===== src/design/rlc_pkg.sv =====
// Shared definitions for the reference-counted LRU object cache.
// Field widths, command codes, sequencer states and parameter defaults.
// No dependencies.
package rlc_pkg;

   // Port field widths
   localparam int KEY_W    = 32;
   localparam int HANDLE_W = 32;
   localparam int TIME_W   = 32;
   localparam int SLOT_W   = 3;

   // Use count storage
   localparam int USES_W = 8;
   localparam logic [USES_W-1:0] USES_MAX  = 8'd255;
   localparam logic [USES_W-1:0] USES_ZERO = 8'd0;
   localparam logic [USES_W-1:0] USES_ONE  = 8'd1;

   // Command codes
   localparam logic CMD_LOOKUP  = 1'b0;
   localparam logic CMD_RELEASE = 1'b1;

   // Parameter defaults
   localparam int DEF_ENTRIES     = 8;
   localparam int DEF_KEY_BITS    = 32;
   localparam int DEF_HANDLE_BITS = 32;
   localparam int DEF_TIME_BITS   = 32;

   // Sequencer states
   typedef enum logic [1:0] {
      ST_IDLE,
      ST_SCAN,
      ST_DONE
   } state_type;

endpackage


===== src/design/rlc_store.sv =====
// Entry store of the object cache: one synchronous memory with a write port and
// a separate registered read port, plus per-entry valid bits in flip-flops.
// Depends on rlc_pkg only through the top level's parameters.
module rlc_store #(
   parameter int ENTRIES = 8,
   parameter int EW      = 104
) (
   input  logic                       clock,
   input  logic                       reset,
   input  logic                       rd_en,
   input  logic [$clog2(ENTRIES)-1:0] rd_addr,
   output logic [EW-1:0]              rd_data,
   output logic                       rd_valid,
   input  logic                       wr_en,
   input  logic [$clog2(ENTRIES)-1:0] wr_addr,
   input  logic [EW-1:0]              wr_data
);

   logic [EW-1:0]      mem [ENTRIES];
   logic [ENTRIES-1:0] valid_ff;
   logic [EW-1:0]      rd_raw_ff;
   logic               rd_valid_ff;

   // Memory write and registered read
   always_ff @(posedge clock) begin
      if (wr_en) begin
         mem[wr_addr] <= wr_data;
      end
      if (rd_en) begin
         rd_raw_ff <= mem[rd_addr];
      end
   end

   // Valid bits; an entry never written reads as all zero
   always_ff @(posedge clock) begin
      if (reset) begin
         valid_ff    <= '0;
         rd_valid_ff <= 1'b0;
      end else begin
         if (wr_en) begin
            valid_ff[wr_addr] <= 1'b1;
         end
         if (rd_en) begin
            rd_valid_ff <= valid_ff[rd_addr];
         end
      end
   end

   assign rd_valid = rd_valid_ff;
   assign rd_data  = rd_valid_ff ? rd_raw_ff : '0;

endmodule


===== src/design/refcounted_lru_object_cache.sv =====
// Reference-counted LRU object cache, fully associative, ENTRIES deep.
// The scan reads the memory one entry per cycle, and the result strobe is registered
// from the done state. Busy is high during the scan and the done state; start is taken
// only while idle, so a new item cannot begin before the last one is through.
// The receiver cannot stall, so a result never waits.
// Reset (synchronous, active high) clears all valid bits: every entry reads as empty.
module refcounted_lru_object_cache #(
   parameter int ENTRIES     = rlc_pkg::DEF_ENTRIES,
   parameter int KEY_BITS    = rlc_pkg::DEF_KEY_BITS,
   parameter int HANDLE_BITS = rlc_pkg::DEF_HANDLE_BITS,
   parameter int TIME_BITS   = rlc_pkg::DEF_TIME_BITS
) (
   input  logic                          clock,
   input  logic                          reset,
   input  logic                          start,
   output logic                          busy,
   input  logic                          req_cmd,
   input  logic [rlc_pkg::KEY_W-1:0]     req_key,
   input  logic [rlc_pkg::TIME_W-1:0]    req_now,
   input  logic                          req_fetch_ok,
   input  logic [rlc_pkg::HANDLE_W-1:0]  req_new_handle,
   input  logic                          req_holding,
   output logic                          rsp_strobe,
   output logic                          rsp_hit,
   output logic [rlc_pkg::HANDLE_W-1:0]  rsp_handle_out,
   output logic                          rsp_inserted,
   output logic [rlc_pkg::SLOT_W-1:0]    rsp_slot,
   output logic                          rsp_evict_valid,
   output logic [rlc_pkg::HANDLE_W-1:0]  rsp_evicted_handle,
   output logic                          rsp_free_now
);

   import rlc_pkg::*;

   localparam int IW    = $clog2(ENTRIES);
   localparam int CW    = $clog2(ENTRIES + 1);
   localparam int KW    = KEY_BITS;
   localparam int HW    = HANDLE_BITS;
   localparam int TW    = TIME_BITS;
   localparam int T_LSB = USES_W;
   localparam int H_LSB = USES_W + TW;
   localparam int K_LSB = USES_W + TW + HW;
   localparam int EW    = USES_W + TW + HW + KW;

   localparam logic [IW-1:0] LAST_IDX  = IW'(ENTRIES - 1);
   localparam logic [CW-1:0] PTR_LIMIT = CW'(ENTRIES);

   state_type state_ff, state_in;

   // Latched request
   logic          cmd_ff;
   logic [KW-1:0] key_ff;
   logic [TW-1:0] now_ff;
   logic          fetch_ok_ff;
   logic [HW-1:0] nh_ff;
   logic          holding_ff;

   // Scan control
   logic [CW-1:0] ptr_ff;
   logic          rd_vld_ff;
   logic [IW-1:0] rd_tag_ff;
   logic          rd_en;
   logic          scan_end;

   // Store ports
   logic [EW-1:0] rd_data;
   logic          rd_valid;
   logic          wr_en;
   logic [IW-1:0] wr_addr;
   logic [EW-1:0] wr_data;

   // Fields of the entry being read
   logic [KW-1:0]     rd_key;
   logic [HW-1:0]     rd_handle;
   logic [TW-1:0]     rd_time;
   logic [USES_W-1:0] rd_uses;
   logic              take_match;
   logic              take_victim;

   // Trackers: first matching entry and oldest unused entry
   logic              match_found_ff;
   logic [IW-1:0]     match_idx_ff;
   logic [HW-1:0]     match_handle_ff;
   logic [TW-1:0]     match_time_ff;
   logic [USES_W-1:0] match_uses_ff;
   logic              vic_found_ff;
   logic [IW-1:0]     vic_idx_ff;
   logic [HW-1:0]     vic_handle_ff;
   logic [TW-1:0]     vic_time_ff;
   logic              vic_valid_ff;

   // Result decision
   logic                is_lookup;
   logic                is_release;
   logic                res_hit;
   logic                res_miss_fetched;
   logic                res_inserted;
   logic                res_released;
   logic                res_evict;
   logic                res_free;
   logic [HANDLE_W-1:0] res_handle;
   logic [SLOT_W-1:0]   res_slot;
   logic [HANDLE_W-1:0] res_evicted;
   logic [USES_W-1:0]   uses_inc;
   logic [USES_W-1:0]   uses_dec;

   // Result registers
   logic                rsp_strobe_ff;
   logic                rsp_hit_ff;
   logic [HANDLE_W-1:0] rsp_handle_ff;
   logic                rsp_inserted_ff;
   logic [SLOT_W-1:0]   rsp_slot_ff;
   logic                rsp_evict_ff;
   logic [HANDLE_W-1:0] rsp_evicted_ff;
   logic                rsp_free_ff;

   rlc_store #(
      .ENTRIES (ENTRIES),
      .EW      (EW)
   ) u_store (
      .clock    (clock),
      .reset    (reset),
      .rd_en    (rd_en),
      .rd_addr  (ptr_ff[IW-1:0]),
      .rd_data  (rd_data),
      .rd_valid (rd_valid),
      .wr_en    (wr_en),
      .wr_addr  (wr_addr),
      .wr_data  (wr_data)
   );

   // Unpack the entry returned by the store
   assign rd_uses   = rd_data[USES_W-1:0];
   assign rd_time   = rd_data[T_LSB +: TW];
   assign rd_handle = rd_data[H_LSB +: HW];
   assign rd_key    = rd_data[K_LSB +: KW];

   assign take_match  = rd_vld_ff && rd_valid && rd_key == key_ff && !match_found_ff;
   assign take_victim = rd_vld_ff && rd_uses == USES_ZERO &&
                        (!vic_found_ff || rd_time < vic_time_ff);
   assign scan_end    = rd_vld_ff && rd_tag_ff == LAST_IDX;

   // Next state
   always_comb begin
      state_in = state_ff;
      case (state_ff)
         ST_IDLE: begin
            if (start) begin
               state_in = ST_SCAN;
            end
         end
         ST_SCAN: begin
            if (scan_end) begin
               state_in = ST_DONE;
            end
         end
         ST_DONE: begin
            state_in = ST_IDLE;
         end
         default: begin
            state_in = ST_IDLE;
         end
      endcase
   end

   // Outcome of the item, from the finished scan
   always_comb begin
      is_lookup        = cmd_ff == CMD_LOOKUP;
      is_release       = cmd_ff == CMD_RELEASE;
      res_hit          = is_lookup && match_found_ff;
      res_miss_fetched = is_lookup && !match_found_ff && fetch_ok_ff;
      res_inserted     = res_miss_fetched && vic_found_ff;
      res_released     = is_release && holding_ff && match_found_ff;
      res_free         = is_release && holding_ff && !match_found_ff;
      res_evict        = res_inserted && vic_valid_ff;

      res_handle = '0;
      if (res_hit) begin
         res_handle = HANDLE_W'(match_handle_ff);
      end else if (res_miss_fetched) begin
         res_handle = HANDLE_W'(nh_ff);
      end

      res_slot = '0;
      if (res_hit || res_released) begin
         res_slot = SLOT_W'(match_idx_ff);
      end else if (res_inserted) begin
         res_slot = SLOT_W'(vic_idx_ff);
      end

      res_evicted = res_evict ? HANDLE_W'(vic_handle_ff) : '0;

      uses_inc = (match_uses_ff == USES_MAX) ? match_uses_ff : match_uses_ff + USES_ONE;
      uses_dec = (match_uses_ff == USES_ZERO) ? match_uses_ff : match_uses_ff - USES_ONE;
   end

   // Control outputs: memory read during the scan, write-back when done
   always_comb begin
      busy    = state_ff != ST_IDLE;
      rd_en   = state_ff == ST_SCAN && ptr_ff < PTR_LIMIT;
      wr_en   = 1'b0;
      wr_addr = match_idx_ff;
      wr_data = {key_ff, match_handle_ff, match_time_ff, uses_inc};
      if (state_ff == ST_DONE) begin
         if (res_hit) begin
            wr_en = 1'b1;
         end else if (res_inserted) begin
            wr_en   = 1'b1;
            wr_addr = vic_idx_ff;
            wr_data = {key_ff, nh_ff, vic_time_ff, USES_ONE};
         end else if (res_released) begin
            wr_en   = 1'b1;
            wr_data = {key_ff, match_handle_ff, now_ff, uses_dec};
         end
      end
   end

   // Control registers
   always_ff @(posedge clock) begin
      if (reset) begin
         state_ff       <= ST_IDLE;
         ptr_ff         <= '0;
         rd_vld_ff      <= 1'b0;
         match_found_ff <= 1'b0;
         vic_found_ff   <= 1'b0;
         rsp_strobe_ff  <= 1'b0;
      end else begin
         state_ff      <= state_in;
         rd_vld_ff     <= rd_en;
         rsp_strobe_ff <= state_ff == ST_DONE;
         if (state_ff == ST_IDLE && start) begin
            ptr_ff         <= '0;
            match_found_ff <= 1'b0;
            vic_found_ff   <= 1'b0;
         end else begin
            if (rd_en) begin
               ptr_ff <= ptr_ff + CW'(1);
            end
            if (take_match) begin
               match_found_ff <= 1'b1;
            end
            if (take_victim) begin
               vic_found_ff <= 1'b1;
            end
         end
      end
   end

   // Request latch, scan trackers and result payload
   always_ff @(posedge clock) begin
      rd_tag_ff <= ptr_ff[IW-1:0];
      if (state_ff == ST_IDLE && start) begin
         cmd_ff      <= req_cmd;
         key_ff      <= KW'(req_key);
         now_ff      <= TW'(req_now);
         fetch_ok_ff <= req_fetch_ok;
         nh_ff       <= HW'(req_new_handle);
         holding_ff  <= req_holding;
      end
      if (take_match) begin
         match_idx_ff    <= rd_tag_ff;
         match_handle_ff <= rd_handle;
         match_time_ff   <= rd_time;
         match_uses_ff   <= rd_uses;
      end
      if (take_victim) begin
         vic_idx_ff    <= rd_tag_ff;
         vic_handle_ff <= rd_handle;
         vic_time_ff   <= rd_time;
         vic_valid_ff  <= rd_valid;
      end
      if (state_ff == ST_DONE) begin
         rsp_hit_ff      <= res_hit;
         rsp_handle_ff   <= res_handle;
         rsp_inserted_ff <= res_inserted;
         rsp_slot_ff     <= res_slot;
         rsp_evict_ff    <= res_evict;
         rsp_evicted_ff  <= res_evicted;
         rsp_free_ff     <= res_free;
      end
   end

   assign rsp_strobe         = rsp_strobe_ff;
   assign rsp_hit            = rsp_hit_ff;
   assign rsp_handle_out     = rsp_handle_ff;
   assign rsp_inserted       = rsp_inserted_ff;
   assign rsp_slot           = rsp_slot_ff;
   assign rsp_evict_valid    = rsp_evict_ff;
   assign rsp_evicted_handle = rsp_evicted_ff;
   assign rsp_free_now       = rsp_free_ff;

endmodule


===== config.mk =====
export PLATFORM = sky130hd
export DESIGN_NAME = refcounted_lru_object_cache
export DESIGN_NICKNAME = d
export VERILOG_FILES = /design/src/design/rlc_pkg.sv /design/src/design/rlc_store.sv /design/src/design/refcounted_lru_object_cache.sv
export SDC_FILE = /design/constraint.sdc
export NUM_CORES = 1
export LEC_CHECK = 0
export CAP_MARGIN = 10
export CORE_ASPECT_RATIO = 1.75
export CORE_MARGIN = 3
export CORE_UTILIZATION = 40
export DETAILED_ROUTE_END_ITERATION = 8
export DONT_BUFFER_PORTS = 1
export SLEW_MARGIN = 20
export SYNTH_ARGS = -nofsm -noshare
export SYNTH_HDL_FRONTEND = slang
export SYNTH_SLANG_ARGS = --single-unit

===== constraint.sdc =====
create_clock -name clock -period 15 [get_ports clock]
set_clock_uncertainty 0.2 [all_clocks]
set_input_delay 1.5 -clock clock [delete_from_list [all_inputs] [get_ports clock]]
set_output_delay 1.5 -clock clock [all_outputs]
set_load 0.005 [all_outputs]

==> flow_metrics.py <==
metrics = {
    "outcome": {
        "outcome": "finished, final reports clean",
    },
    "die": {
        "dieArea_um2": 125400,
        "die_y_um": 466.3,
        "dieWidth_um": 269.0,
        "pin_count": 175,
        "rows": 168,
        "start_util_pct": 40.34,
        "coreArea_um2": 120000,
    },
    "place": {
        "gp_congestion": 0.7946,
        "port_buffers": 0,
        "dpl.hpwl_mm": 58.73,
    },
    "job": {
        "cap_viol_max_count": 0,
    },
    "layout": {
        "area_delta_synth_final_pct": 11.74,
        "fin_nets": 2530,
        "utilization_pct": 45.08,
        "final_layout_size_suffix_gt1_share_pct": 21.93,
    },
    "logic_synthesis": {
        "synth_ff_type": "edfxtp_1",
        "ys_warn_count": 0,
        "synth_area_per_cell_um2": 20.54,
        "synth_fp_nets": 2494,
        "yosysMostFrequentCell": "edfxtp_1",
        "ys_seq_elements": 1271,
        "synth_common_cells": "edfxtp_1, mux4_2, nand2_1, mux2_2, inv_1",
        "synthArstFlopShare_pct": 0,
        "synth_fa_ha_area_share_pct": 0.9044,
        "synthCells": 2357,
        "synthXorXnorAreaFrac_pct": 0.3075,
        "synth_edf_count": 1249,
        "syn_area_um2": 48420,
        "yosysTopAreaCellShare_pct": 77.46,
        "synth.area.mux_share_pct": 12.23,
        "ys_top_cells_by_area": "edfxtp_1, mux4_2, mux2_2",
        "synth_top_family_by_area": "multiplexers",
        "synth_seq_area_share_pct": 78.37,
        "yosys.area.top_type": "edfxtp_1",
        "synth-compound-area-share_pct": 2.904,
        "synth-simple-area-share_pct": 3.610,
        "synth.distinct_cells": 68,
    },
    "setup_path": {
        "worstPathArrival_ns": 5.68,
        "startpoint_type": "register",
        "critPathKind": "reg -> reg",
        "cp_max_fo": 55,
        "end_kind": "register",
        "r2r.worst_path.cells": 9,
        "cp.required_ns": 15.11,
    },
    "cts": {
        "cts_tree": "built",
        "cts_root_buf": "clkbuf_16",
        "cts_hold_buf": 0,
        "clk_pin_slew_ns": 0.07,
        "cts_buffer_depth": 3,
        "cts_setup_buffers": 0,
        "clock_latency_ns": 0.71,
        "cts.sinks": 1271,
        "cts_buffers": 108,
        "h-tree-depth": 3,
        "cts_resized": 0,
    },
    "global_route": {
        "grt_pass1_wl_mm": 156.2,
        "grt_pass1_vias": 23800,
        "grtUsageTotal_pct": 16.81,
        "grt_max_degree": 117,
        "grt_overflow": 0,
        "antenna_found_initial": 25,
    },
    "drt": {
        "detail_route.wirelength_mm": 104.6,
        "drt_iter0_markers": 2101,
        "final_antenna_net_count": 0,
        "route.detailed.drc": 0,
        "wl_per_cell_um": 25.46,
        "viasPerCell": 5.430,
        "num_vias": 22290,
        "first_pass_iters": 5,
    },
    "power": {
        "ir_drop_v": 0.00009623,
        "leakagePower_nw": 17.31,
        "powerDensity_nw_per_um2": 130.9,
    },
    "sta": {
        "tightest_slew_ns": 1.114,
        "finalCritPeriodShare_pct": 37.18,
        "slew_headroom_pct": 25.45,
        "rsz0062_at_grt": "false",
        "slew_viol_final": 0,
        "max_freq_mhz": 179.3,
        "hold_viol_final": 0,
        "setup_viol": 0,
        "tns_ns": 0,
        "finalCriticalPeriod_ns": 5.577,
    },
    "hold_path": {
        "hold_depth": 2,
        "hold_class": "reg -> reg",
    },
}
## cell usage in the layout, fill, tap and decap left out, drive strengths merged, types with 4 or more instances in the layout
master	synthesis	routed
edfxtp	1249	1249
mux4	210	210
clkbuf	61	129
nand2	121	121
mux2	104	104
inv	88	93
and2	76	76
clkinv	0	45
nor2	43	43
and3	35	35
ha	35	35
buf	48	35
a222oi	34	34
a22o	33	33
a21oi	29	29
dfxtp	22	22
bufinv	0	16
o21ai	15	15
nor3	11	11
nand3	11	11
xnor2	11	11
nand2b	9	9
a21o	7	7
o22ai	7	7
clkinvlp	0	7
diode	0	6
nand4	6	6
nor4	6	6
xor2	6	6
a22oi	5	5
o31ai	5	5
a41oi	4	4
o21a	4	4
o2111ai	4	4
or2	4	4
## sequential cells by signal, indices dropped and copies added (netlist names), 2 cells and up
register	count
u_store.valid_ff	8
ptr_ff	4
vic_time_ff	32
match_handle_ff	32
match_uses_ff	8
rsp_evicted_handle	32
rsp_handle_out	32
rd_tag_ff	3
match_time_ff	32
key_ff	32
u_store.mem	832
u_store.rd_raw_ff	104
match_idx_ff	3
rsp_slot	3
now_ff	32
nh_ff	32
state_ff	2
vic_handle_ff	32
vic_idx_ff	3
## through the flow
| stage | setup slack (ns) | instance area, um^2 | power [mW] | hold slack [ns] | std cells |
|---|---|---|---|---|---|
| 5_1_grt | 8.941 | 54100 | 7.319 | 0.2955 | 4103 |
| 4_1_cts | 9.274 | 54040 | 7.165 | 0.2783 | 4098 |
| 3_3_place_gp | 9.459 | 50330 | 4.244 | 0.2574 | 3895 |
| 2_1_floorplan | 6.995 | 48420 | 4.179 | 0.1258 | 2357 |
| 3_5_place_dp | 9.289 | 50350 | 4.249 | 0.2589 | 3896 |
| 6_report | 9.423 | 54110 | 7.085 | 0.2817 | 4106 |
## metal layers
| metal | vias up | share of wire, % | GRT usage [%] |
|---|---|---|---|
| met5 | - | 0.16 | 0 |
| met3 | 153 | 6.0 | 3.428 |
| met4 | 28 | 2.0 | 4.713 |
| met2 | 684 | 52 | 29.48 |
| li1 | 9626 | - | - |
| met1 | 11800 | 40 | 21.11 |
## final timing paths
path                    endpoint           startpoint  slack, ns
min          u_store.valid_ff[4]  u_store.valid_ff[4]       0.28
max reg2reg   u_store.mem[2][27]       match_found_ff       9.42
min reg2reg  u_store.valid_ff[4]  u_store.valid_ff[4]       0.28
max           u_store.mem[2][27]       match_found_ff       9.42
## cell families (layout without fill, tap and decap cells)
logic type | count (synthesis) | after routing
flip-flops | 1271 | 1271
other | 0 | 6
AND/OR/NAND/NOR | 342 | 342
XOR/XNOR | 17 | 17
buffers and inverters | 197 | 325
adder cells (fa/ha/maj) | 35 | 35
multiplexers | 316 | 316
AO/OA/AOI/OAI | 179 | 179
## where the power goes
part | switching (mW) | leakage [nW] | internal, mW
Sequential | 0.0502 | 11.6 | 3.93
Clock | 1.27 | 1.79 | 1.65
Combinational | 0.103 | 3.88 | 0.0846
## worst max-delay path, cell delays in order, from the launching register on
cell and delay, ns:
dfxtp_1 0.51, nor3b_4 0.09, nand2_2 0.17, clkinv_1 0.79, nand2_2 1.20, nand3b_1 0.19
o21a_1 0.23, nor2_4 0.09, buf_4 0.68, buf_4 0.90
## layout make-up
| class | instances | area (um^2) |
|---|---|---|
| Antenna cell | 6 | 15.01 |
| Clock buffer | 129 | 2867 |
| Clock inverter | 73 | 818.3 |
| Fill cell | 9987 | 65920 |
| Inverter | 88 | 331.6 |
| Multi-Input combinational cell | 889 | 9751 |
| Sequential cell | 1271 | 37960 |
| Tap cell | 1615 | 2021 |
| Timing Repair Buffer | 35 | 344.1 |
(Power assumes the default switching activity.)
